<file path="src/rtl/hed_pkg.sv">
`timescale 1ns / 1ps
`default_nettype none
// ----------------------------------------------------------------------------
// Hex escape decoder package
// Shared characters, escape phase codes, the per-byte decode record and the
// hex digit helpers.
// ----------------------------------------------------------------------------
package hed_pkg;

  localparam logic [7:0] BackslashChar = 8'h5C;
  localparam logic [7:0] XChar         = 8'h78;
  localparam int unsigned MaxResults   = 3;
  localparam int unsigned CntW         = $clog2(MaxResults + 1);

  typedef enum logic [1:0] {
    PhIdle  = 2'd0,
    PhBs    = 2'd1,
    PhX     = 2'd2,
    PhDigit = 2'd3
  } phase_e;

  typedef struct packed {
    logic [MaxResults-1:0][7:0] bytes;
    logic [CntW-1:0]            count;
    logic                       last_item;
  } group_t;

  typedef struct packed {
    group_t     grp;
    phase_e     phase_n;
    logic [7:0] first_n;
  } dec_t;

  // Returns {valid, value}.
  function automatic logic [4:0] hex_value(input logic [7:0] c);
    logic [4:0] r;
    r = 5'd0;
    if (c >= 8'h30 && c <= 8'h39) begin
      r = {1'b1, 4'(c - 8'h30)};
    end else if (c >= 8'h41 && c <= 8'h46) begin
      r = {1'b1, 4'(c - 8'h37)};
    end else if (c >= 8'h61 && c <= 8'h66) begin
      r = {1'b1, 4'(c - 8'h57)};
    end
    return r;
  endfunction

  function automatic logic [7:0] decode_pair(input logic [7:0] hi, input logic [7:0] lo);
    logic [4:0] a;
    logic [4:0] b;
    logic [7:0] r;
    a = hex_value(hi);
    b = hex_value(lo);
    if (!a[4]) begin
      r = 8'd0;
    end else if (!b[4]) begin
      r = {4'd0, a[3:0]};
    end else begin
      r = {a[3:0], b[3:0]};
    end
    return r;
  endfunction

endpackage
`default_nettype wire

</file>
<file path="src/rtl/hed_decode.sv">
`timescale 1ns / 1ps
`default_nettype none
// ----------------------------------------------------------------------------
// Hex escape decoder step logic
// Works out the next escape phase and the group of zero to three bytes that
// one input byte releases, including the flush at stream end.
// ----------------------------------------------------------------------------
module hed_decode import hed_pkg::*; (
  input  phase_e     phase_i,
  input  logic [7:0] first_i,
  input  logic [7:0] byte_i,
  input  logic       end_i,
  output dec_t       dec_o
);

  phase_e     ph_n;
  logic [7:0] first_n;
  logic [7:0] m0;
  logic [7:0] m1;
  logic [1:0] mcnt;
  logic [1:0] fcnt;
  logic [2:0] total;

  always_comb begin
    ph_n    = PhIdle;
    first_n = first_i;
    m0      = byte_i;
    m1      = byte_i;
    mcnt    = 2'd0;
    unique case (phase_i)
      PhIdle: begin
        if (byte_i == BackslashChar) begin
          ph_n = PhBs;
        end else begin
          mcnt = 2'd1;
        end
      end
      PhBs: begin
        if (byte_i == XChar) begin
          ph_n = PhX;
        end else begin
          m0 = BackslashChar;
          if (byte_i == BackslashChar) begin
            ph_n = PhBs;
            mcnt = 2'd1;
          end else begin
            mcnt = 2'd2;
          end
        end
      end
      PhX: begin
        first_n = byte_i;
        ph_n    = PhDigit;
      end
      PhDigit: begin
        m0   = decode_pair(first_i, byte_i);
        mcnt = 2'd1;
      end
      default: ph_n = PhIdle;
    endcase
  end

  assign fcnt  = end_i ? 2'(ph_n) : 2'd0;
  assign total = {1'b0, mcnt} + {1'b0, fcnt};

  always_comb begin
    dec_o.grp.count     = total[CntW-1:0];
    dec_o.grp.last_item = end_i;
    dec_o.phase_n       = end_i ? PhIdle : ph_n;
    dec_o.first_n       = first_n;
    case (mcnt)
      2'd2: begin
        dec_o.grp.bytes[0] = m0;
        dec_o.grp.bytes[1] = m1;
        dec_o.grp.bytes[2] = BackslashChar;
      end
      2'd1: begin
        dec_o.grp.bytes[0] = m0;
        dec_o.grp.bytes[1] = BackslashChar;
        dec_o.grp.bytes[2] = XChar;
      end
      default: begin
        dec_o.grp.bytes[0] = BackslashChar;
        dec_o.grp.bytes[1] = XChar;
        dec_o.grp.bytes[2] = first_n;
      end
    endcase
  end

endmodule
`default_nettype wire

</file>
<file path="src/rtl/hed_out_buf.sv">
`timescale 1ns / 1ps
`default_nettype none
// ----------------------------------------------------------------------------
// Hex escape decoder result buffer
// Holds one group of decoded bytes and hands them out one transfer at a time.
// ----------------------------------------------------------------------------
module hed_out_buf import hed_pkg::*; (
  input  logic       clk_i,
  input  logic       rst_ni,
  input  logic       load_i,
  input  group_t     grp_i,
  output logic       room_o,
  output logic       out_valid_o,
  input  logic       out_ready_i,
  output logic [7:0] out_byte_o,
  output logic       run_last_o,
  output logic       end_seen_o
);

  logic [MaxResults-1:0][7:0] bytes_q, bytes_d;
  logic [CntW-1:0]            cnt_q, cnt_d;
  logic                       end_q, end_d;
  logic                       take;

  assign take        = out_valid_o && out_ready_i;
  assign out_valid_o = (cnt_q != '0);
  assign out_byte_o  = bytes_q[0];
  assign run_last_o  = (cnt_q == CntW'(1));
  assign end_seen_o  = run_last_o && end_q;
  assign room_o      = (cnt_q == '0) || (run_last_o && out_ready_i);

  always_comb begin
    bytes_d = bytes_q;
    cnt_d   = cnt_q;
    end_d   = end_q;
    if (load_i) begin
      bytes_d = grp_i.bytes;
      cnt_d   = grp_i.count;
      end_d   = grp_i.last_item;
    end else if (take) begin
      for (int i = 0; i < MaxResults - 1; i++) begin
        bytes_d[i] = bytes_q[i+1];
      end
      cnt_d = cnt_q - CntW'(1);
    end
  end

  always_ff @(posedge clk_i or negedge rst_ni) begin
    if (!rst_ni) begin
      cnt_q <= '0;
      end_q <= 1'b0;
    end else begin
      cnt_q <= cnt_d;
      end_q <= end_d;
    end
  end

  always_ff @(posedge clk_i) begin
    bytes_q <= bytes_d;
  end

endmodule
`default_nettype wire

</file>
<file path="src/rtl/hex_escape_decoder.sv">
`timescale 1ns / 1ps
`default_nettype none
// ----------------------------------------------------------------------------
// Hex escape decoder
// Replaces backslash, 'x', digit, digit sequences in a byte stream with the
// byte they encode and passes every other byte through.
// ----------------------------------------------------------------------------
// Usage:
//   The input channel takes one raw byte per transfer together with a
//   stream end flag. The output channel gives decoded bytes, with run_last
//   on the last byte caused by an input and end_seen on the final byte of
//   a stream end input. An input may cause no output byte at all.
//   The escape phase is decoded in the same cycle as the transfer, and the
//   resulting group of up to three bytes is registered, so the first byte
//   appears in the cycle after its input transfer.
//   A new byte is accepted in every cycle while each input releases at most
//   one byte and the receiver is ready; an input that releases two or three
//   bytes (a broken escape or a stream end flush) holds the input until the
//   result buffer is handing out the last of them.
//   Reset clears the escape phase and empties the result buffer. When the
//   receiver stalls, the buffered bytes hold and the input is held off once
//   the buffer has no room for another group.
// ----------------------------------------------------------------------------
module hex_escape_decoder import hed_pkg::*; (
  input  logic       clk_i,
  input  logic       rst_ni,
  input  logic       in_valid_i,
  output logic       in_ready_o,
  input  logic [7:0] in_byte_i,
  input  logic       stream_end_i,
  output logic       out_valid_o,
  input  logic       out_ready_i,
  output logic [7:0] out_byte_o,
  output logic       run_last_o,
  output logic       end_seen_o
);

  phase_e     phase_q;
  logic [7:0] first_q;
  dec_t       dec;
  logic       accept;

  assign accept = in_valid_i && in_ready_o;

  hed_decode u_decode (
    .phase_i (phase_q),
    .first_i (first_q),
    .byte_i  (in_byte_i),
    .end_i   (stream_end_i),
    .dec_o   (dec)
  );

  hed_out_buf u_out_buf (
    .clk_i       (clk_i),
    .rst_ni      (rst_ni),
    .load_i      (accept),
    .grp_i       (dec.grp),
    .room_o      (in_ready_o),
    .out_valid_o (out_valid_o),
    .out_ready_i (out_ready_i),
    .out_byte_o  (out_byte_o),
    .run_last_o  (run_last_o),
    .end_seen_o  (end_seen_o)
  );

  always_ff @(posedge clk_i or negedge rst_ni) begin
    if (!rst_ni) begin
      phase_q <= PhIdle;
      first_q <= 8'd0;
    end else if (accept) begin
      phase_q <= dec.phase_n;
      first_q <= dec.first_n;
    end
  end

  a_end_clears_phase: assert property (@(posedge clk_i) disable iff (!rst_ni)
    accept && stream_end_i |=> phase_q == PhIdle)
    else $error("Escape phase not cleared after stream end.");

  a_end_gives_output: assert property (@(posedge clk_i) disable iff (!rst_ni)
    accept && stream_end_i |=> out_valid_o)
    else $error("Stream end transfer released no byte.");

  a_end_on_last: assert property (@(posedge clk_i) disable iff (!rst_ni)
    end_seen_o |-> run_last_o && out_valid_o)
    else $error("End flag shown on a byte that is not the last of its group.");

  a_valid_follows_count: assert property (@(posedge clk_i) disable iff (!rst_ni)
    accept |=> out_valid_o == ($past(dec.grp.count) != '0))
    else $error("Output valid does not match the loaded group size.");

endmodule
`default_nettype wire
</file>
<file path="config.mk">
export PLATFORM = sky130hd
export DESIGN_NAME = hex_escape_decoder
export DESIGN_NICKNAME = d
export VERILOG_FILES = /design/src/rtl/hed_pkg.sv /design/src/rtl/hed_decode.sv /design/src/rtl/hed_out_buf.sv /design/src/rtl/hex_escape_decoder.sv
export SDC_FILE = /design/constraint.sdc
export NUM_CORES = 1
export LEC_CHECK = 0
export ABC_AREA = 1
export BUFFER_PORTS_ARGS = -buffer_cell sky130_fd_sc_hd__clkbuf_2
export CORE_MARGIN = 4
export CORE_UTILIZATION = 53
export DETAILED_ROUTE_END_ITERATION = 8
export PLACE_DENSITY = 0.77
export REMOVE_ABC_BUFFERS = 1
export SYNTH_ARGS = -nofsm -noshare
export SYNTH_HDL_FRONTEND = slang
export SYNTH_SLANG_ARGS = --single-unit
</file>
<file path="constraint.sdc">
create_clock -name clk_i -period 1.9 [get_ports clk_i]
set_input_delay 0.38 -clock clk_i [delete_from_list [all_inputs] [get_ports clk_i]]
set_output_delay 0.38 -clock clk_i [all_outputs]
set_load 0.01 [all_outputs]
</file>
Word level (Yosys, flattened, before mapping)

Index checks and enable logic that the tools add are counted.

Register bits: 37
Bits in latches: 0
Memory bits (writable): 0
Memory bits (read-only): 0
Bits of input ports: 13
Output and inout port bits: 12
Logic and storage cells: 77
Memories: 0

Add/subtract/negate cells: 8
Multipliers: 0
Divide/modulo/power cells: 0
Magnitude comparators: 12
Equal/unequal tests: 8
Shift operators: 0
Muxes and demuxes: 27
Bitwise gates (word level): 0
Reduce and logical (&&, ||, !) cells: 15

Operator list:

| cell                  | count |
|---|---|
| $pmux W24 S2          | 1 |
| $mux W5               | 8 |
| $ge A8 B7 Y1 const B  | 4 |
| $le A8 B7 Y1 const B  | 4 |
| $mux W16              | 2 |
| $mux W8               | 4 |
| $eq A8 B7 Y1 const B  | 2 |
| $ge A8 B6 Y1 const B  | 2 |
| $le A8 B6 Y1 const B  | 2 |
| $pmux W8 S2           | 1 |
| $sub A4 B3 Y4 const B | 4 |
| $mux W2               | 7 |
| $pmux W2 S3           | 2 |
| $logic_and A1 B1 Y1   | 10 |
| $sub A4 B1 Y4 const B | 2 |
| $eq A2 B1 Y1 const B  | 3 |
| $eq A2 B2 Y1 const B  | 3 |
| $logic_not A2 Y1      | 2 |
| $reduce_bool A2 Y1    | 2 |
| $add A2 B2 Y2         | 1 |
| $mux W1               | 2 |
| $sub A2 B1 Y2 const B | 1 |
| $logic_or A1 B1 Y1    | 1 |

Depth between registers and ports, before layout

Gate-level depths: netlist (run 1).

Depth in word-level cells: 11
Gate-level depth with buffers: 14
Mapped depth without buffers: 14

Modules after synthesis

A second synthesis (run 1) with hierarchy kept.

Cell total of the unflattened synthesis: 371
Area total of the unflattened synthesis: 2647.5 µm²

By module, submodules not included:

| module             | times used | cells each | area each (µm²) | seq. area each (µm²) |
|---|---|---|---|---|
| hed_out_buf        | 1          | 112        | 1179.9          | 795.8 |
| hed_decode         | 1          | 214        | 1058.5          | 0.0 |
| hex_escape_decoder | 1          | 45         | 409.1           | 250.2 |

Worst setup path before layout (run 1)

Ideal clock, no wire load.

Path kind: input to register
Start point: input in_byte_i[0]
End point: register u_out_buf.bytes_q (netlist bit u_out_buf.out_byte_o[5]) (data pin)
Library setup time: 0.145 ns
Arrival time: 2.194 ns
Required time: 1.755 ns
Setup slack: -0.439 ns
Stages on the path: 12
Path buffers: 0
Cells stage by stage: inv_1 -> ha_1 -> nand4_1 -> a21oi_1 -> a21oi_1 -> inv_1 -> ha_1 -> nor2_4 -> inv_1 -> nor2_1 -> o21ai_0 -> o21ai_1

RTL lines:

| what                   | line                     | source |
|---|---|---|
| start: declaration     | hex_escape_decoder.sv:29 | `input logic [7:0] in_byte_i,` |
| end signal: assignment | hed_out_buf.sv:59        | `bytes_q <= bytes_d;` |
| end: declaration       | hed_out_buf.sv:20        | `logic [MaxResults-1:0][7:0] bytes_q, bytes_d;` |

==> metrics.yaml, run 1 <==
ios: 25
clock_tree.root_cell: "clkbuf_8"
synth_seq_cells: 37
required_ns: 1.95
clock_sinks: 37
clk_path_buf_depth: 2
status: "finished, violations left"
hold_ws_ns: 0.420
first_global_vias: 2150
wire_per_inst_um: 14.3
synth_seq_area_share_pct: 41.7
crit_top_cell: "a21oi_2"
route.detailed.drc: 0
switching_power_w: 0.00219
path_clk_slew_ns: 0.08
cts_tree: "built"
layout-drive-gt1-share_pct: 36.6
maxSlewViolCount: 0
reg2reg_from: "phase_q[1]"
cp.arrival_ns: 1.97
grt_overflow_total: 0
dieWidth_um: 76.8
p_per_area_nw_per_um2: 1560
crit_fanout: 4
dieArea_sq_um: 5900
gp_congestion: 0.902
final_cell_mix: "89 x nand2_1, 42 x buf_4, 24 x edfxtp_1, 23 x nor2_1"
start_util_pct: 56.1
layout.cells.non_filler: 437
synth.avg_cell_area_sq_um: 7.82
crit_buf_inv: 3
fmax_mhz: 521
n_antenna_cell: 0
critPathTopFamily: "simple AND/OR/NAND/NOR gates"
nNetsFinal: 411
hp-class: "primary input to flop"
yosysTopAreaCellShare_pct: 28.7
violations: "setup timing"
viasPerCell: 5.18
io_buffers: 24
numCtsBuffers: 5
finalCritPeriodShare_pct: 101
p_leak_nw: 1.54
startpoint_type: "primary input"
setup_viol: 4
peakVddDrop_mv: 0.719
cap_viol_max_count: 0
yosysTopAreaCell: "edfxtp_1"
clock_skew_ns: 0.00520
rsz0062_at_grt: "yes"
critPathLaunch: "in_byte_i[7]"
slowest_stage: "a21oi_2"
core_sq_um: 4470
max_stage_delay_ns: 0.28
dp_hpwl_mm: 4.58
tightest_slew_ns: 0.474
syn_inst: 321
vias: 2264
netlist_area_sq_um: 2510
grt_pass1_wl_mm: 10.0
criticalPathCategory: "primary input to flop"
postRouteAntennaNets: 0
yosysWarnings: 0
grt_start_max_net_pins: 27
antenna_found_initial: 0
clock_power_share_pct: 13.1
min_from: "stream_end_i"
routed_wirelength_mm: 6.23
die-height_um: 76.8
fp-row-count: 24
crit_path_end_kind: "flop"
finalSetupTns_ns: -0.0381
yosys.cell_types.count: 29
dr.pass1.iters: 4
slew_headroom_pct: 68.4
drtIter0Drc: 99
ctsHtreeMaxLevel: 2
power_frac_seq_pct: 30.3
areaGrowthSynthToFinish_pct: 30.2
clk_latency_ns: 0.29
crit_chain: "buf_8, inv_6, nand2_4, nor2_4, nand4_1, a21oi_2, a21oi_2, ha_2, nor2_4, buf_6, a21oi_2, nand2_2, a21oi_2"
fillCellCount: 315
p_sw_share_pct: 42.8
timing.final.crit_period_ns: 1.92
netlist_top_cells_area: "edfxtp_1 29%, nand2_1 14%, dfrtp_1 13%"
grt_use_total_pct: 21.1
dpl.cell_count: 423
p_int_w: 0.00292
setup_slack_ns: -0.0178
comb_power_share_pct: 56.6
finalHoldViolCount: 0
final_common_cell: "nand2_1"
==> kinds of logic after synthesis <==
logic type / count (synthesis) / share of synthesized area [%]
flip-flops: 37 / 41.7
buffers and inverters: 51 / 9.07
AND/OR/NAND/NOR: 161 / 29.5
AO/OA/AOI/OAI: 58 / 12.8
adder cells (fa/ha/maj): 14 / 6.98
==> flip-flops by register name, indices dropped and copies added, names as in the netlist <==
signal / flops
u_out_buf.end_q: 1
first_q: 8
u_out_buf.bytes_q: 16
u_out_buf.out_byte_o: 8
phase_q: 2
u_out_buf.cnt_q: 2
==> layer usage <==
metal | part of all wire, % | GRT usage, %
met5 | 0 | 0
met4 | 1.1 | 5.62
met3 | 4.8 | 3.75
met2 | 49 | 35.2
met1 | 45 | 28.3
==> final timing paths <==
| kind | endpoint | slack [ns] | cells past startpoint |
|---|---|---|---|
| max | u_out_buf.out_byte_o[3] | -0.02 | 13 |
| min | u_out_buf.end_q | 0.42 | 3 |
| max reg2reg | u_out_buf.out_byte_o[1] | 0.06 | 11 |
| min reg2reg | u_out_buf.end_q | 0.50 | 2 |
| max in group asynchronous | phase_q[1] | 1.10 | 2 |
| min in group asynchronous | first_q[2] | 0.52 | 2 |
==> power groups by stage <==
stage / Combinational (W) / Clock [W] / Sequential, W
finish: 0.00289 / 0.000667 / 0.00154
detailed placement: 0.00247 / 0 / 0.00156
global placement: 0.00241 / 0 / 0.00155
CTS: 0.00255 / 0.000678 / 0.00154
global route: 0.00316 / 0.000711 / 0.00158
floorplan: 0.00146 / 0 / 0.00158
==> stage by stage <==
step / setup slack (ns) / cell area (sq um) / power, W / util [%]
6_report: -0.0178 / 3270 / 0.00510 / 73.1
5_1_grt: -0.0858 / 3270 / 0.00546 / 73.1
4_1_cts: -0.0136 / 3090 / 0.00477 / 69.0
3_5_place_dp: -0.515 / 2920 / 0.00403 / 65.3
3_3_place_gp: -0.445 / 2920 / 0.00396 / 65.3
2_1_floorplan: -0.444 / 2420 / 0.00304 / -
==> cell type report <==
type	count	area, sq um	share of cell area, %
inverter	37	151	4.63
clock inverter	1	7.51	0.230
clock buffer	7	108	3.29
timing repair buffer	70	518	15.8
multi-input combinational	233	1370	41.9
tap	52	65.1	1.99
sequential	37	1050	32.1
==> cells in the mapped netlist <==
cell,instances
clkinv_1,1
o21ai_2,2
a21oi_2,2
o21ai_0,22
ha_1,14
edfxtp_1,24
nand2_2,5
nand2_4,3
nand4_4,1
clkbuf_1,1
inv_1,27
a21oi_1,12
o31ai_1,3
buf_4,8
buf_2,5
nor2_1,30
o21ai_1,12
nand3b_1,1
nor2_4,3
nand4_1,1
or2_0,1
nand3_2,4
nand2_1,95
a31oi_1,4
nand4_2,1
inv_2,9
dfrtp_1,13
a21o_1,1
nand3_1,16
==> worst min-delay path, delay by kind of cell <==
kind,cells,cell delay [ns]
simple gates,2,0.17
buf+inv,1,0.11
==> what timing repair did <==
action,in CTS,in global routing
hold endpoints to repair,13,0
pin swaps,5,21
resized for setup,6,53
hold buffers,1,0
setup endpoints to repair,24,23
cloned,0,0
buffers inserted,2,3
(Power assumes the default switching activity.)
==> inputs of run 2 (changes only) <==
Settings changed: CORE_UTILIZATION 53 to 54, PLACE_DENSITY 0.77 to 0.78, SYNTH_HIERARCHICAL set to 1.
==> metrics.yaml, run 2 <==
postRouteAntennaNets: 0  # unchanged
synth_seq_area_share_pct: 39.5  # -2.1 points
pre_cts_ws_ns: -0.715  # -0.200 ns
ff2ff_setup_slack_ns: -0.12  # -0.18 ns
dr.pass1.iters: 7  # +3
layout-drive-gt1-share_pct: 33.5  # -3.1 points
regMostFlops: "u_out_buf/bytes_q"
areaGrowthSynthToFinish_pct: 31.1
core_sq_um: 4720  # +5.6%
final_cell_mix: "147 x nand2_1, 47 x buf_4, 28 x inv_1, 26 x nor2_1, 24 x edfxtp_1"
min_from: "stream_end_i"
clk_latency_ns: 0.30  # about the same
clock_sinks: 37  # unchanged
dp_hpwl_mm: 5.01  # +9.4%
wire_per_inst_um: 13.6  # -4.5%
crit_path_end_kind: "flop"
path_clk_slew_ns: 0.08  # about the same
layout.cells.non_filler: 506  # +16%
grt_pass1_wl_mm: 11.5  # +15%
viasPerCell: 5.17  # -0.25%
grt_use_total_pct: 23.8  # +2.7 points
start_util_pct: 56.1  # -0.071 points
switching_power_w: 0.00218  # -0.23%
yosysTopAreaCell: "edfxtp_1"
route.detailed.drc: 0  # unchanged
final_common_cell: "nand2_1"
drtIter0Drc: 155  # +57%
startpoint_type: "primary input"
antenna_found_initial: 0  # unchanged
numCtsBuffers: 5  # unchanged
netlist_area_sq_um: 2650  # +5.4%
async_reset_ff_share_pct: 35.1  # unchanged
required_ns: 1.96  # about the same
reg2reg_from: "phase_q[0]"
fmax_mhz: 488  # -6.4%
netlist_top_cells_area: "edfxtp_1 27%, nand2_1 21%, dfrtp_1 12%"
largest_reg_flops: 16  # unchanged
nNetsFinal: 463  # +13%
hp-class: "primary input to flop"
clock_power_share_pct: 13.4  # +0.3 points
dieArea_sq_um: 6090  # +3.1%
ctsHtreeMaxLevel: 2  # unchanged
dpl.cell_count: 488  # +15%
synth.avg_cell_area_sq_um: 7.14  # -8.8%
crit_fanout: 5  # +1
status: "finished, violations left"
clock_tree.root_cell: "clkbuf_8"
fp-row-count: 25  # +4.2%
rsz0062_at_grt: "yes"
n_antenna_cell: 0  # unchanged
synth.most_common_cell: "nand2_1"
yosys.cell_types.count: 26  # -10%
clock_skew_ns: 0.00731  # +0.00210 ns
grt_overflow_total: 0  # unchanged
synth_commonest_cells: "151 x nand2_1, 36 x inv_1, 30 x nor2_1"
p_leak_nw: 1.78  # +16%
synth_edf_count: 24  # unchanged
cts_tree: "built"
r2r_cells: 11  # unchanged
setup_viol: 18  # +14
criticalPathCategory: "primary input to flop"
timing.rr.end: "u_out_buf/out_byte_o[5]"
cp.arrival_ns: 2.11  # +0.14 ns
finalHoldViolCount: 0  # unchanged
dieWidth_um: 78.0  # +1.5%
grt_start_max_net_pins: 27  # unchanged
synthFlopType: "edfxtp_1"
routed_wirelength_mm: 6.89  # +11%
violations: "setup timing"
first_global_vias: 2501  # +16%
p_int_w: 0.00302  # +3.5%
power_frac_seq_pct: 28.9  # -1.4 points
yosysTopAreaCellShare_pct: 27.2  # -1.5 points
ios: 25  # unchanged
power_w: 0.00520  # +1.9%
die-height_um: 78.0  # +1.5%
slew_headroom_pct: 70.1  # +1.7 points
timing.final.crit_period_ns: 2.05  # +0.132 ns
syn_inst: 371  # +16%
p_sw_share_pct: 41.9  # -0.89 points
hold_end: "u_out_buf/end_q"
yosysWarnings: 6  # +6
cap_viol_max_count: 0  # unchanged
gp_congestion: 0.935  # +3.6%
finalCritPeriodShare_pct: 108  # +6.9 points
synth_seq_cells: 37  # unchanged
comb_power_share_pct: 57.6  # +1.0 points
clk_path_buf_depth: 2  # unchanged
maxSlewViolCount: 0  # unchanged
min_path_cells: 3  # unchanged
setup_slack_ns: -0.150  # -0.132 ns
peakVddDrop_mv: 1.12  # +55%
placed_area_sq_um: 3060  # +4.8%
tightest_slew_ns: 0.444  # -0.0301 ns
p_per_area_nw_per_um2: 1500  # -4.0%
final_cell_area_sq_um: 3470  # +6.1%
vias: 2615  # +16%
io_buffers: 24  # unchanged
-- run 2: cell count changes after synthesis, sizes merged, moves of 5 or more --
cell and delta:
buf +5, o21ai -16, inv +5, nand2 +59, nand3 +7
-- run 2: final cells by class --
class,count,area (sq um)
sequential,37,1050
timing repair buffer,78,576
multi-input combinational,274,1480
tap,67,83.8
clock buffer,5,68.8
inverter,42,168
clock inverter,3,46.3
fill,371,1250
-- run 2: how the worst max path moves through the flow --
stage / from / endpoint / slack (ns) / cells past startpoint
final: in_byte_i[0] / u_out_buf/out_byte_o[5] / -0.15 / 16
after global placement: in_byte_i[0] / u_out_buf/out_byte_o[5] / -0.64 / 16
after global routing: in_byte_i[0] / u_out_buf/out_byte_o[6] / -0.26 / 16
after floorplan: u_out_buf/cnt_q[1] / u_out_buf/bytes_q[10] / -0.81 / 8
after CTS: in_byte_i[1] / u_out_buf/out_byte_o[0] / -0.08 / 15
after detailed placement: in_byte_i[0] / u_out_buf/out_byte_o[0] / -0.72 / 16
-- run 2: through the flow --
step                hold WS [ns]  util (%)  TNS (ns)
floorplan                 0.0844         -    -27.58
global placement           0.284      64.8    -13.42
detailed placement         0.286      64.8    -15.05
CTS                        0.370      70.7    -0.906
global route               0.448      73.5     -3.25
finish                     0.404      73.5     -1.55
-- run 2: logic make-up after synthesis --
logic type | after synthesis | share of synthesized area, %
AND/OR/NAND/NOR | 231 | 37.2
adder cells (fa/ha/maj) | 12 | 5.67
AO/OA/AOI/OAI | 30 | 5.81
flip-flops | 37 | 39.5
buffers and inverters | 60 | 11.2
XOR/XNOR | 1 | 0.615
-- run 2: timing repair --
item	4_1_cts	5_1_grt
setup endpoints to repair	25	43
endpoints found under the hold margin	13	0
hold buffers	1	0
cloned	0	0
setup buffers	7	3
gates resized for setup	35	31
pin swaps	20	22
-- run 2: per-layer routing --
| metal | global-route usage, % | vias to the layer above | part of all wire, % | wire [um] |
|---|---|---|---|---|
| li1 | - | 1290 | - | - |
| met1 | 30.2 | 1223 | 43 | 2930 |
| met2 | 40.8 | 90 | 50 | 3470 |
| met3 | 3.78 | 12 | 5.1 | 350 |
| met4 | 8.92 | 0 | 1.9 | 134 |
| met5 | 0 | - | 0 | 0 |
-- run 2: worst max-delay path, stage by stage --
cell	delay [ns]
buf_8	0.10
inv_4	0.05
ha_4	0.13
nand4_1	0.13
nor3_4	0.25
nand2_2	0.10
nand2_2	0.09
nor2_4	0.05
buf_6	0.13
ha_4	0.16
nor2_4	0.22
nor2_4	0.07
o21ai_1	0.10
a21oi_2	0.04
nand2_1	0.07
nand2_1	0.05
-- run 2: power by group through the flow --
stage          combinational [W]  sequential (W)  clock [W]
5_1_grt                  0.00331         0.00153   0.000758
6_report                 0.00300         0.00150   0.000699
4_1_cts                  0.00277         0.00150   0.000714
3_3_place_gp             0.00238         0.00150          0
2_1_floorplan            0.00141         0.00154          0
3_5_place_dp             0.00243         0.00152          0
==> inputs of run 3 (changes only) <==
Settings changed: CORE_UTILIZATION 54 to 56, CTS_BUF_LIST set to sky130_fd_sc_hd__clkbuf_8, PLACE_DENSITY 0.78 to 0.8.
==> metrics.yaml, run 3 (synthesis gave the netlist of run 2 again) <==
finalHoldViolCount: 0  # unchanged
ios: 25  # unchanged
grt_overflow_total: 0  # unchanged
start_util_pct: 59.2  # +3.1 points
r2r_cells: 11  # unchanged
peakVddDrop_mv: 1.00  # -10%
areaGrowthSynthToFinish_pct: 31.6
post-route-util_pct: 77.9  # +4.4 points
final_cell_mix: "141 x nand2_1, 44 x buf_4, 28 x inv_1, 24 x edfxtp_1, 23 x nand3_1"
timing.rr.end: "u_out_buf/out_byte_o[0]"
hold_ws_ns: 0.418  # +0.0136 ns
final_cell_area_sq_um: 3480  # +0.36%
dieWidth_um: 76.8  # -1.6%
cts_tree: "built"
startpoint_type: "primary input"
dr.pass1.iters: 5  # -2
p_leak_nw: 1.77  # -0.24%
n_antenna_cell: 0  # unchanged
clk_latency_ns: 0.29  # about the same
crit_fanout: 4  # -1
p_per_area_nw_per_um2: 1540  # +3.1%
required_ns: 2.07  # +0.11 ns
numCtsBuffers: 5  # unchanged
dp_hpwl_mm: 5.02  # +0.25%
placed_area_sq_um: 3040  # -0.53%
fmax_mhz: 480  # -1.6%
routed_wirelength_mm: 7.87  # +14%
violations: "setup timing"
cp.depth: 15  # -1
crit_chain: "buf_6, inv_4, ha_4, nand4_1, nor3_2, buf_4, nor3_4, nand2_2, inv_2, ha_4, nor2_4, o21ai_1, a21oi_1, nand2_1, nand2_1"
status: "finished, violations left"
setup_slack_ns: -0.183  # -0.0334 ns
tightest_slew_ns: 0.495  # +0.0510 ns
timing.final.crit_period_ns: 2.08  # +0.0334 ns
fillCellCount: 287  # -23%
postRouteAntennaNets: 0  # unchanged
reg2reg_from: "phase_q[0]"
die-height_um: 76.8  # -1.6%
largest_reg_flops: 16  # unchanged
gp_congestion: 0.934  # about the same
slew_headroom_pct: 66.7  # -3.4 points
viasPerCell: 5.61  # +8.5%
regMostFlops: "u_out_buf/bytes_q"
cap_viol_max_count: 0  # unchanged
cp.arrival_ns: 2.25  # +0.14 ns
clock_skew_ns: 0.00698  # -0.000329 ns
core_sq_um: 4470  # -5.3%
dpl.cell_count: 475  # -2.7%
rsz0062_at_grt: "yes"
setup_viol: 25  # +7
slowest_stage: "nor3_4"
final_common_cell: "nand2_1"
ctsHtreeMaxLevel: 2  # unchanged
crit_buf_inv: 4  # +1
crit_path_end_kind: "flop"
multi_input_area_sq_um: 1510  # +1.6%
first_global_vias: 2505  # +0.16%
maxSlewViolCount: 0  # unchanged
grt_use_total_pct: 24.0  # +0.23 points
max_stage_delay_ns: 0.27  # +0.02 ns
hp-class: "primary input to flop"
critPathTopFamily: "simple AND/OR/NAND/NOR gates"
wire_per_inst_um: 16.0  # +18%
grt_start_max_net_pins: 29  # +7.4%
fp-row-count: 24  # -4.0%
critPathLaunch: "in_byte_i[1]"
ff2ff_setup_slack_ns: -0.12  # about the same
finalCritPeriodShare_pct: 110  # +1.8 points
clock_sinks: 37  # unchanged
path_clk_slew_ns: 0.08  # about the same
antenna_found_initial: 0  # unchanged
io_buffers: 24  # unchanged
regArea_sq_um: 1050  # unchanged
crit_end: "u_out_buf/out_byte_o[0]"
clk_path_buf_depth: 2  # unchanged
drtIter0Drc: 318  # +110%
nNetsFinal: 463  # unchanged
clock_tree.root_cell: "clkbuf_8"
layout.cells.non_filler: 491  # -3.0%
criticalPathCategory: "primary input to flop"
grt_pass1_wl_mm: 11.4  # -1.1%
route.detailed.drc: 0  # unchanged
dieArea_sq_um: 5890  # -3.2%
layout-drive-gt1-share_pct: 35.5  # +2.1 points
vias: 2754  # +5.3%
run 3: cell type report:
type	instances	area share, %
multi-input cells	274	43.2
clock inverters	3	1.33
repair buffers	78	16.6
flip-flops and latches	37	30.1
well taps	52	1.87
inverters	42	4.96
clock buffers	5	1.98
run 3: worst min-delay path, stage by stage:
cell and delay (ns):
clkbuf_2 0.14, nand2_1 0.08, nand2_1 0.06
run 3: what timing repair did:
action,CTS,global route
endpoints found under the setup margin,25,26
setup buffers,7,5
hold buffers,1,0
resized for setup,40,44
pin swaps,21,25
hold endpoints to repair,13,0
run 3: per-layer routing:
metal,part of all wire [%],global-route usage (%)
met3,8.0,4.45
met1,40,30.4
met4,3.2,8.15
met2,49,41.1
met5,0,0
run 3: worst min-delay path by stage:
stage | from | depth (start not counted) | slack, ns | endpoint
2_1_floorplan | rst_ni | 0 | 0.08 | first_q[0]
3_3_place_gp | rst_ni | 1 | 0.28 | u_out_buf/cnt_q[0]
3_5_place_dp | rst_ni | 1 | 0.28 | first_q[7]
4_1_cts | stream_end_i | 3 | 0.39 | u_out_buf/end_q
5_1_grt | stream_end_i | 3 | 0.39 | u_out_buf/end_q
6_report | stream_end_i | 3 | 0.42 | u_out_buf/end_q
run 3: power breakdown:
group	total, W	leakage [nW]	internal [W]	switching, W
Combinational	0.00317	1.32	0.00129	0.00188
Clock	0.000701	0.0543	0.000393	0.000307
Sequential	0.00151	0.398	0.00135	0.000157
run 3: per-stage QoR:
step | setup slack (ns) | setup TNS, ns | power [W]
after global placement | -0.593 | -12.39 | 0.00385
after floorplan | -0.807 | -27.58 | 0.00294
final | -0.183 | -2.74 | 0.00538
after CTS | -0.0763 | -0.722 | 0.00494
after global routing | -0.248 | -3.54 | 0.00572
after detailed placement | -0.706 | -15.24 | 0.00391
